## src/design/bcd_long_divider_core_assert.svh

```systemverilog
// Assertion macros for the BCD long divider core.
// Expects i_clk and the active-low synchronous reset i_rst_n in the including module.
`ifndef BCD_LONG_DIVIDER_CORE_ASSERT_SVH
`define BCD_LONG_DIVIDER_CORE_ASSERT_SVH

// Same-cycle implication, checked outside reset.
`define BLDC_ASSERT_NOW(label, trig, cons, msg) \
    label: assert property (@(posedge i_clk) disable iff (!i_rst_n) (trig) |-> (cons)) \
        else $error(msg);

// Next-cycle implication, checked outside reset.
`define BLDC_ASSERT_NEXT(label, trig, cons, msg) \
    label: assert property (@(posedge i_clk) disable iff (!i_rst_n) (trig) |=> (cons)) \
        else $error(msg);

`endif

```

## src/design/bcdld_pkg.sv

```systemverilog
// Shared constants and a digit helper for the BCD long divider.
// No dependencies.
`default_nettype none

package bcdld_pkg;

    localparam int unsigned DIGITS_DEFAULT = 16;
    localparam int unsigned DIGIT_W        = 4;
    localparam int unsigned BCD_W          = 64;
    localparam logic [3:0]  DIGIT_MAX      = 4'd9;
    localparam logic [3:0]  DIGIT_TEN      = 4'd10;

    // Clamp a nibble above nine down to nine.
    function automatic logic [3:0] sat_digit(input logic [3:0] nib);
        sat_digit = (nib > DIGIT_MAX) ? DIGIT_MAX : nib;
    endfunction

endpackage

`default_nettype wire

```

## src/design/bcd_long_divider_core.sv

```systemverilog
// BCD long divider core: one quotient digit per streamed dividend digit.
// Depends on bcdld_pkg and bcd_long_divider_core_assert.svh.
// Divisor channel (i_cfg_valid / o_cfg_ready / i_cfg_divisor_bcd): a beat writes
// the packed BCD divisor, least significant digit in bits 3..0. Only the low
// DIVISOR_DIGITS nibbles count; a nibble above nine acts as nine. Write it only
// while the core is idle. Reset sets the divisor to one.
// Input channel (i_in_valid / o_in_stall): one beat per dividend digit, most
// significant first; i_last_digit marks the final digit of a division.
// Output channel (o_out_valid / i_out_stall): one beat per input beat with the
// quotient digit, the running remainder, the last flag and the divide-by-zero
// flag (quotient and remainder then read zero).
// Timing: the acceptance edge shifts the digit into the work register, then one
// shared (DIVISOR_DIGITS+1)-digit BCD subtractor runs one trial per cycle until
// it borrows or q reaches nine; a zero divisor runs no trial. The quotient
// digit then goes to the result register, and only then, with the sequencer idle,
// is the next digit taken.
// Stalls: the result waits in an output register while the next digit runs; if
// the receiver still stalls when that quotient is ready, hold until it drains.
// Reset clears the running remainder, drops all valids and idles the sequencer.
`default_nettype none

module bcd_long_divider_core #(
    parameter int unsigned DIVISOR_DIGITS = bcdld_pkg::DIGITS_DEFAULT
) (
    input  wire logic                        i_clk,
    input  wire logic                        i_rst_n,
    // divisor register write
    input  wire logic                        i_cfg_valid,
    output logic                             o_cfg_ready,
    input  wire logic [bcdld_pkg::BCD_W-1:0] i_cfg_divisor_bcd,
    // dividend digits in
    input  wire logic                        i_in_valid,
    output logic                             o_in_stall,
    input  wire logic [3:0]                  i_dividend_digit,
    input  wire logic                        i_last_digit,
    // quotient digits out
    output logic                             o_out_valid,
    input  wire logic                        i_out_stall,
    output logic [3:0]                       o_quotient_digit,
    output logic [bcdld_pkg::BCD_W-1:0]      o_remainder_bcd,
    output logic                             o_is_last,
    output logic                             o_divide_by_zero
);

    localparam int unsigned ND  = DIVISOR_DIGITS;          // divisor / remainder digits
    localparam int unsigned NW  = ND + 1;                  // work register digits
    localparam int unsigned RW  = bcdld_pkg::DIGIT_W * ND; // remainder bits
    localparam int unsigned WW  = bcdld_pkg::DIGIT_W * NW; // work register bits
    localparam int unsigned BW  = bcdld_pkg::BCD_W;

    localparam logic ST_IDLE = 1'b0;
    localparam logic ST_RUN  = 1'b1;

    // ---------------------------------------------------------------
    // Registers
    // ---------------------------------------------------------------
    logic          r_state,    n_state;
    logic [RW-1:0] r_divisor,  n_divisor;   // saturated divisor digits
    logic [RW-1:0] r_part,     n_part;      // running remainder
    logic [WW-1:0] r_work,     n_work;      // shifted remainder under trial
    logic [3:0]    r_q,        n_q;         // trial count = quotient so far
    logic          r_last,     n_last;

    logic          r_out_valid, n_out_valid;
    logic [3:0]    r_out_q,     n_out_q;
    logic [BW-1:0] r_out_rem,   n_out_rem;
    logic          r_out_last,  n_out_last;
    logic          r_out_dbz,   n_out_dbz;

    // ---------------------------------------------------------------
    // Shared BCD subtractor: r_work - {0, r_divisor}
    // Borrows come from one binary add over per-digit generate/propagate.
    // ---------------------------------------------------------------
    logic [WW-1:0] sub_b;
    logic [NW-1:0] dig_gen, dig_prop;
    logic [NW:0]   cx, cy, csum, borrow;
    logic [WW-1:0] sub_diff;
    logic          sub_neg;
    logic          dv_zero;

    assign sub_b   = {{bcdld_pkg::DIGIT_W{1'b0}}, r_divisor};
    assign dv_zero = (r_divisor == '0);

    always_comb begin
        for (int i = 0; i < NW; i++) begin
            dig_gen[i]  = r_work[4*i +: 4] <  sub_b[4*i +: 4];
            dig_prop[i] = r_work[4*i +: 4] == sub_b[4*i +: 4];
        end
    end

    assign cx     = {1'b0, dig_gen};
    assign cy     = {1'b0, dig_gen | dig_prop};
    assign csum   = cx + cy;
    assign borrow = csum ^ cx ^ cy;     // borrow[i] enters digit i
    assign sub_neg = borrow[NW];

    always_comb begin
        logic [3:0] raw;
        for (int i = 0; i < NW; i++) begin
            raw = r_work[4*i +: 4] - sub_b[4*i +: 4] - {3'b000, borrow[i]};
            sub_diff[4*i +: 4] = borrow[i+1] ? raw + bcdld_pkg::DIGIT_TEN : raw;
        end
    end

    // ---------------------------------------------------------------
    // Sequencer
    // ---------------------------------------------------------------
    logic in_take, out_take, trial_ok, finish, out_free;
    logic [RW-1:0] rem_low;

    assign in_take  = i_in_valid && !o_in_stall;
    assign out_take = r_out_valid && !i_out_stall;
    assign out_free = !r_out_valid || !i_out_stall;
    assign trial_ok = !dv_zero && !sub_neg && (r_q != bcdld_pkg::DIGIT_MAX);
    assign finish   = (r_state == ST_RUN) && !trial_ok && out_free;
    assign rem_low  = r_work[RW-1:0];

    always_comb begin
        n_divisor = r_divisor;
        if (i_cfg_valid && o_cfg_ready) begin
            for (int i = 0; i < ND; i++) begin
                n_divisor[4*i +: 4] = bcdld_pkg::sat_digit(i_cfg_divisor_bcd[4*i +: 4]);
            end
        end
    end

    always_comb begin
        n_state     = r_state;
        n_part      = r_part;
        n_work      = r_work;
        n_q         = r_q;
        n_last      = r_last;
        n_out_valid = r_out_valid;
        n_out_q     = r_out_q;
        n_out_rem   = r_out_rem;
        n_out_last  = r_out_last;
        n_out_dbz   = r_out_dbz;

        if (out_take) begin
            n_out_valid = 1'b0;
        end

        case (r_state)
            ST_IDLE: begin
                if (in_take) begin
                    // shift the digit in: r = r*10 + d
                    n_work  = {r_part, bcdld_pkg::sat_digit(i_dividend_digit)};
                    n_q     = '0;
                    n_last  = i_last_digit;
                    n_state = ST_RUN;
                end
            end
            ST_RUN: begin
                if (trial_ok) begin
                    // divisor still fits: take it off and count
                    n_work = sub_diff;
                    n_q    = r_q + 4'd1;
                end else if (finish) begin
                    n_out_valid = 1'b1;
                    n_out_q     = dv_zero ? 4'd0 : r_q;
                    n_out_rem   = dv_zero ? '0 : BW'(rem_low);
                    n_out_last  = r_last;
                    n_out_dbz   = dv_zero;
                    n_part      = (dv_zero || r_last) ? '0 : rem_low;
                    n_state     = ST_IDLE;
                end
            end
            default: begin
                n_state = ST_IDLE;
            end
        endcase
    end

    always_ff @(posedge i_clk) begin
        if (!i_rst_n) begin
            r_state     <= ST_IDLE;
            r_divisor   <= RW'(1);
            r_part      <= '0;
            r_out_valid <= 1'b0;
        end else begin
            r_state     <= n_state;
            r_divisor   <= n_divisor;
            r_part      <= n_part;
            r_out_valid <= n_out_valid;
        end
    end

    always_ff @(posedge i_clk) begin
        r_work     <= n_work;
        r_q        <= n_q;
        r_last     <= n_last;
        r_out_q    <= n_out_q;
        r_out_rem  <= n_out_rem;
        r_out_last <= n_out_last;
        r_out_dbz  <= n_out_dbz;
    end

    // ---------------------------------------------------------------
    // Ports
    // ---------------------------------------------------------------
    assign o_cfg_ready      = 1'b1;
    assign o_in_stall       = (r_state != ST_IDLE);
    assign o_out_valid      = r_out_valid;
    assign o_quotient_digit = r_out_q;
    assign o_remainder_bcd  = r_out_rem;
    assign o_is_last        = r_out_last;
    assign o_divide_by_zero = r_out_dbz;

    // ---------------------------------------------------------------
    // Assertions
    // ---------------------------------------------------------------
`include "bcd_long_divider_core_assert.svh"

    `BLDC_ASSERT_NEXT(a_take_starts_run, in_take, r_state == ST_RUN, "digit taken but no run")
    `BLDC_ASSERT_NOW(a_trial_bound, r_state == ST_RUN, r_q <= bcdld_pkg::DIGIT_MAX, "trial count past nine")
    `BLDC_ASSERT_NOW(a_dbz_zero, r_out_valid && r_out_dbz, (r_out_q == 4'd0) && (r_out_rem == '0), "zero divisor result not cleared")
    `BLDC_ASSERT_NEXT(a_hold_when_blocked, (r_state == ST_RUN) && !trial_ok && !out_free, (r_state == ST_RUN) && r_out_valid, "result dropped while output blocked")

endmodule

`default_nettype wire
```

## config.mk

```make
export PLATFORM = sky130hd
export DESIGN_NAME = bcd_long_divider_core
export DESIGN_NICKNAME = d
export VERILOG_FILES = /design/src/design/bcdld_pkg.sv /design/src/design/bcd_long_divider_core.sv
export VERILOG_INCLUDE_DIRS = /design/src /design/src/design
export SDC_FILE = /design/constraint.sdc
export NUM_CORES = 1
export LEC_CHECK = 0
export CORE_MARGIN = 5
export CORE_UTILIZATION = 24
export DETAILED_ROUTE_END_ITERATION = 12
export DONT_BUFFER_PORTS = 1
export PLACE_DENSITY = 0.4
export SYNTH_ARGS = -nofsm -noshare
export SYNTH_HDL_FRONTEND = slang
export SYNTH_SLANG_ARGS = --single-unit
```

## constraint.sdc

```tcl
create_clock -name i_clk -period 5.84 [get_ports i_clk]
set_clock_uncertainty 0.05 [all_clocks]
set_input_delay 1.168 -clock i_clk [delete_from_list [all_inputs] [get_ports i_clk]]
set_output_delay 1.168 -clock i_clk [all_outputs]
set_load 0.02 [all_outputs]
```

======== Yosys cells after proc, flatten, opt, wreduce, memory -nomap -nowiden ========
Cells that the tools add are included.
storage, ports and cells
  bits in registers ....................... 273
  input port bits ......................... 74
  word-level logic and storage cells ...... 189
operators by class
  add/sub/neg operators ................... 52
  order comparisons ....................... 34
  equality and inequality tests ........... 19
  muxes and demuxes ....................... 49
  bitwise logic cells ..................... 5
  reductions and logical operators ........ 19
operator list
  operator                                                               count
  4-bit two-way mux                                                      36
  68-bit two-way mux                                                     2
  68-bit case mux with 2 select lines                                    1
  4-bit adder (second input constant)                                    17
  4-bit > comparator (second input constant)                             17
  4-bit by 1-bit subtractor with 4-bit output                            17
  4-bit equality test                                                    16
  64-bit zero test                                                       1
  4-bit < comparator                                                     16
  64-bit two-way mux                                                     1
  4-bit subtractor                                                       16
  18-bit by 17-bit bitwise XOR with 18-bit output                        2
  17-bit by 17-bit adder with 18-bit output                              1
  17-bit bitwise OR                                                      1
  4-bit case mux with 2 select lines                                     1
  1-bit two-way mux                                                      7
  1-bit logical AND                                                      6
  1-bit zero test                                                        6
  4-bit by 1-bit adder with 4-bit output (second input constant)         1
  4-bit zero test                                                        1
  4-bit by 1-bit < comparator with 1-bit output (second input constant)  1
  4-bit != test (second input constant)                                  1
  2-bit AND reduction                                                    2
  3-bit AND reduction                                                    1
  other kinds (5)                                                        7

======== Longest topological paths before layout ========
  word-level depth ........................ 14
  depth in mapped cells ................... 21
  gate-level depth less buffers ........... 20

======== Worst setup path after synthesis ========
Ideal clock, no wire load.
  path type ............................... reg-to-reg
  start ................................... register r_work[25]
  end ..................................... register r_q[0], enable pin
  setup time .............................. 0.526 ns
  arrival time ............................ 5.792 ns
  data required time ...................... 5.264 ns
  path slack .............................. -0.528 ns
  stages on the path, launching flop included .. 11
  clock period less this slack ............ 6.368 ns
  cell sequence ........................... edfxtp_1 > ha_1 > nor2b_1 > o211ai_1 > nand2_1 > o21ai_0 > a211oi_1 > o221ai_1 > o211ai_2 > nand3_1 > a21oi_1
on the way
  word-level cells in the longest chain between the ends .. 10
ends and longest elaborated chain
  what                                                              line                                                      source
  start, declared                                                   bcd_long_divider_core.sv:60                               logic [WW-1:0] r_work, n_work;
  start signal, assigned                                            bcd_long_divider_core.sv:189                              r_work <= n_work;
  4-bit < comparator / 4-bit equality test (equally long branches)  bcd_long_divider_core.sv:86, bcd_long_divider_core.sv:87
  17-bit bitwise OR                                                 bcd_long_divider_core.sv:92                               assign cy = {1'b0, dig_gen | dig_prop};
  17-bit by 17-bit adder with 18-bit output *                       bcd_long_divider_core.sv:93                               assign csum = cx + cy;
  18-bit by 17-bit bitwise XOR with 18-bit output * (2 in series)   bcd_long_divider_core.sv:94                               assign borrow = csum ^ cx ^ cy;
  1-bit zero test *                                                 bcd_long_divider_core.sv:114                              assign trial_ok = !dv_zero && !sub_neg && (r_q != bcdld_pkg::DIGIT_MAX);
  1-bit logical AND * (2 in series)                                 bcd_long_divider_core.sv:114
  2-bit by 1-bit != test with 1-bit output (no source line) *       n/a
  2-bit AND reduction (no source line) *                            n/a
  end signal, assigned                                              bcd_long_divider_core.sv:190                              r_q <= n_q;
  end, declared                                                     bcd_long_divider_core.sv:61                               logic [3:0] r_q, n_q;
Mark *: on every way between the ends. The rest lies on a longest branch, timed or not.
A chain may end at the register's enable or synchronous reset.

======== Worst setup path after layout ========
  start ................................... register r_work[1]
  end ..................................... register r_work[51], data pin
on the way
  word-level cells in the longest chain between the ends .. 10
ends and longest elaborated chain
  what                                                              line                                                      source
  4-bit < comparator / 4-bit equality test (equally long branches)  bcd_long_divider_core.sv:86, bcd_long_divider_core.sv:87
  17-bit bitwise OR                                                 bcd_long_divider_core.sv:92
  17-bit by 17-bit adder with 18-bit output *                       bcd_long_divider_core.sv:93
  18-bit by 17-bit bitwise XOR with 18-bit output * (2 in series)   bcd_long_divider_core.sv:94
  4-bit by 1-bit subtractor with 4-bit output                       bcd_long_divider_core.sv:100                              raw = r_work[4*i +: 4] - sub_b[4*i +: 4] - {3'b000, borrow[i]};
  4-bit adder                                                       bcd_long_divider_core.sv:101                              sub_diff[4*i +: 4] = borrow[i+1] ? raw + bcdld_pkg::DIGIT_TEN : raw;
  4-bit two-way mux *                                               bcd_long_divider_core.sv:101
  68-bit two-way mux *                                              bcd_long_divider_core.sv:154                              if (trial_ok) begin
  68-bit case mux with 2 select lines *                             bcd_long_divider_core.sv:143                              case (r_state)
  via n_work[51]                                                    bcd_long_divider_core.sv:60
Mark *: on every way through the listed nets, which the timed path passes. The rest lies on a longest branch. The select of a mux whose other input is x is not followed.

==> flow_summary.rst <==
.. list-table::
   :header-rows: 1

   * - Metric
     - Value
   * - Run status
     - completed
   * - CTS Sinks
     - between 200 and 300
   * - Routed wirelength normalized by instance count
     - around 20 µm
   * - Post-Synthesis Net Count
     - 1627
   * - Cells taking the most area after synthesis
     - sky130_fd_sc_hd__edfxtp_1 29%, sky130_fd_sc_hd__dfxtp_1 17%, sky130_fd_sc_hd__ha_1 9.9%
   * - Share of final-layout standard cells stronger than drive strength 1
     - 8.95%
   * - Post-synth EDFFs
     - around 140
   * - Standard cell area after detailed placement
     - between 15000 and 20000 µm²
   * - Peak per-stage delay on the critical path
     - 690 ps
   * - Chip Width
     - about 260 µm
   * - Type of destination of the critical path
     - register
   * - Full die area
     - 67600 µm²
   * - Net Sw Power
     - 0.00423 W
   * - Post-CTS setup buffer count
     - 0
   * - Lkg Pwr
     - approximately 6.7 nW
   * - CP Cell Sequence
     - ha_1 > nor2b_1 > o211ai_1 > and2_1 > ha_1 > a21oi_1 > o311a_1 > o311ai_1 > nand3_1 > a31oi_1 > fa_1 > inv_1 > fa_1 > xor2_1 > ha_1 > o21bai_1 > xnor2_1 > mux2_2
   * - Fraction of power spent switching nets
     - between 40% and 50%
   * - Cell type with the largest total area after synthesis
     - sky130_fd_sc_hd__edfxtp_1
   * - Synthesized area per cell
     - between 10 and 15 µm²
   * - Area overhead of the layout relative to synthesis
     - 14.7%
   * - Worst VDD drop
     - 0.197 mV
   * - Wire length of the first global-routing pass
     - around 70000 µm
   * - Dominant synthesized flop cell
     - sky130_fd_sc_hd__edfxtp_1
   * - Clock insertion delay at the later pin of the skew report
     - between 500 and 600 ps
   * - Vertical die dimension
     - between 200 and 300 µm
   * - Number of placed instances, taps included
     - 2202
   * - Iteration count of the initial detailed-routing pass
     - 5
   * - TritonCTS clock tree
     - done
   * - Port-buffer cells
     - 0
   * - Unrepaired setup endpoints after global routing
     - no
   * - Number of pins with negative max-slew slack in the final report
     - 0
   * - Critical path origin
     - r_work[1]
   * - Proportion of synthesized chip area in sequential cells
     - between 40% and 50%
   * - Worst Tran Pin Value
     - roughly 1100 ps
   * - R2R Path Start
     - r_work[1]
   * - Initial standard-cell utilization of the core
     - between 20% and 30%
   * - Top cell type's share of synthesized area
     - between 20% and 30%
   * - Remaining Overflow, GRT
     - 0
   * - Flop and latch count out of synthesis
     - between 200 and 300
   * - Number of setup violations in the final report
     - 0
   * - # hold bufs at CTS
     - 0
   * - Worst Reg-to-Reg Cells
     - 18
   * - Post-DR vias/cell
     - between 4 and 5
   * - Summed area of non-filler cells in the final layout
     - approximately 17000 µm²
   * - Slowest cell on crit path
     - sky130_fd_sc_hd__o311ai_1
   * - Final cell count without fillers
     - 2271
   * - Detailed-route via count
     - about 10000
   * - Sequential fraction of design power
     - a little under a third
   * - Post-route ant nets
     - 0
   * - # fillers
     - around 6500
   * - Number of buffers on the longest clock path
     - 3
   * - Post-Route Setup TNS
     - 0 ps
   * - Post-route DRC
     - 0
   * - Tot GR Track Use
     - between 10% and 20%
   * - Final-stage net count
     - 1627
   * - CORE AREA
     - 61800 µm²
   * - Class of the most critical setup path
     - reg -> reg
   * - Count of final hold-check violations
     - 0
   * - Clk pwr share
     - between 20 and 25%
   * - Detailed Route Iter0 Violations
     - 619
   * - Final HPWL DP
     - about 32000 µm
   * - Vias in the first global route
     - about 11000
   * - Kind of launch point of the worst setup path
     - register
   * - CP Max Fanout
     - 7
   * - Cell area power density
     - slightly above 600 nW/µm²
   * - Critical path destination
     - r_work[51]
   * - Total I/O pin count
     - around 150
   * - Min cycle time layout
     - ~5100 ps
   * - Clock root buffer
     - sky130_fd_sc_hd__clkbuf_16
   * - Share of flip-flops with an asynchronous set or reset after synthesis
     - 0%
   * - Std cell rows
     - 91
   * - Required time worst endpoint
     - approximately 6100 ps
   * - Final period util
     - between 80% and 90%
   * - Post-synthesis cell type count
     - approximately 70
   * - Maximum number of pins on one net before global-route repair
     - between 100 and 150
   * - Final weighted congestion of routability-driven global placement
     - between 0.8 and 0.9
   * - Resize count post-CTS
     - 0
   * - Achievable frequency
     - a little under 0.2 GHz
   * - Inserted Clock Buffers
     - 36
   * - Hold WC Path Type
     - reg -> reg
   * - Crit path DAT
     - around 5400 ps
   * - Number of H-tree levels
     - 2
   * - Endpoint of the worst register-to-register path
     - r_work[51]
   * - Overall routed net length
     - roughly 45000 µm
   * - Commonest cells in the netlist
     - 151 x sky130_fd_sc_hd__inv_1, 143 x sky130_fd_sc_hd__edfxtp_1, 130 x sky130_fd_sc_hd__dfxtp_1
   * - Clock slew at the register clock pins of the worst setup and hold paths
     - 50 ps
   * - Most used standard cell by instance count after synthesis
     - sky130_fd_sc_hd__inv_1
   * - Power share of the combinational group
     - a little under half
   * - Number of violations of the max-capacitance limit
     - 0
   * - Internal portion of total power
     - 0.00630 W
   * - Initial antenna violation count
     - 2
   * - Mapped Area
     - 15000 µm²
   * - Worst hold margin
     - 420 ps
   * - R2r setup slk
     - ~730 ps
   * - Gate Count Post-Synth
     - around 1400
   * - Most common cell type on the critical path
     - sky130_fd_sc_hd__ha_1
   * - Max_slew headroom
     - 27.4%
   * - Syn. warnings
     - 0
flip-flops by register name (all words and copies together) (netlist names), 4 cells and up:
| register | cells |
|---|---|
| r_q | 4 |
| o_remainder_bcd | 64 |
| r_work | 68 |
| r_part | 64 |
| o_quotient_digit | 4 |
| r_divisor | 64 |
critical path: cells and delay by family (launching register included):
kind / cells / cell delay (ps)
buffers and inverters: 1 / 60
adder cells (fa/ha/maj): 5 / 1230
AO/OA/AOI/OAI: 6 / 2010
flip-flops: 1 / 470
multiplexers: 1 / 260
AND/OR/NAND/NOR: 3 / 480
XOR/XNOR: 2 / 300
how the worst min path moves through the flow:
| stage | end | slack [ps] | cells past startpoint | startpoint |
|---|---|---|---|---|
| 2_1_floorplan | o_is_last | 370 | 0 | r_last |
| 3_3_place_gp | r_part[35] | 400 | 1 | r_part[35] |
| 3_5_place_dp | r_part[37] | 410 | 1 | r_part[37] |
| 4_1_cts | r_part[45] | 420 | 1 | r_part[45] |
| 5_1_grt | r_part[44] | 440 | 1 | r_part[44] |
| 6_report | r_part[17] | 420 | 1 | r_part[17] |
area by class of cell:
class                           instances  area, µm²  share of cell area [%]
Antenna cell                            4       10.0                  0.0582
Multi-Input combinational cell        922       7310                    42.5
Tap cell                              837       1050                    6.09
Sequential cell                       273       6900                    40.1
Inverter                              151        567                    3.29
Clock buffer                           52       1100                    6.42
Timing Repair Buffer                   19        143                   0.829
Clock inverter                         13        121                   0.705
stage by stage:
step,worst slack [ps],util (%),total power (W)
global route,444,27.8,0.0114
finish,728,27.8,0.0105
detailed placement,710,25.8,0.00834
floorplan,1050,-,0.00698
global placement,821,25.8,0.00831
CTS,691,27.8,0.0107
cells by family (layout without fill, tap and decap cells):
family / count (synthesis) / count (layout) / synth area share (%)
flops: 273 / 273 / 46.0
mux: 57 / 57 / 4.04
simple gates: 328 / 328 / 11.6
buf+inv: 208 / 235 / 5.56
compound gates: 304 / 304 / 14.0
other cells: 1 / 5 / 0.0250
fa+ha+maj: 150 / 150 / 14.1
xor+xnor: 82 / 82 / 4.79
power groups by stage:
stage	clock network, W	logic [W]	registers (W)
2_1_floorplan	0	0.00380	0.00317
3_3_place_gp	0	0.00496	0.00336
3_5_place_dp	0	0.00499	0.00335
4_1_cts	0.00238	0.00503	0.00332
5_1_grt	0.00245	0.00558	0.00337
6_report	0.00229	0.00495	0.00330
placed cells by master (no fill, tap or decap), types with 52 or more instances in the layout:
cell type	count
sky130_fd_sc_hd__edfxtp_1	143
sky130_fd_sc_hd__inv_1	150
sky130_fd_sc_hd__dfxtp_1	129
sky130_fd_sc_hd__nor2b_1	63
sky130_fd_sc_hd__nand2_1	67
sky130_fd_sc_hd__o21ai_0	63
sky130_fd_sc_hd__a22o_1	64
sky130_fd_sc_hd__nor2_1	76
sky130_fd_sc_hd__ha_1	119
sky130_fd_sc_hd__xnor2_1	52
per-layer routing:
layer / vias to the layer above / track usage, % / routed length (µm)
met5: - / 0 / 0
met4: 0 / 3.60 / 848
met3: 57 / 2.88 / 2370
met2: 214 / 21.3 / 20800
met1: 4981 / 18.0 / 21200
li1: 5002 / - / -
Note: power is estimated with default switching activity, not from simulation.
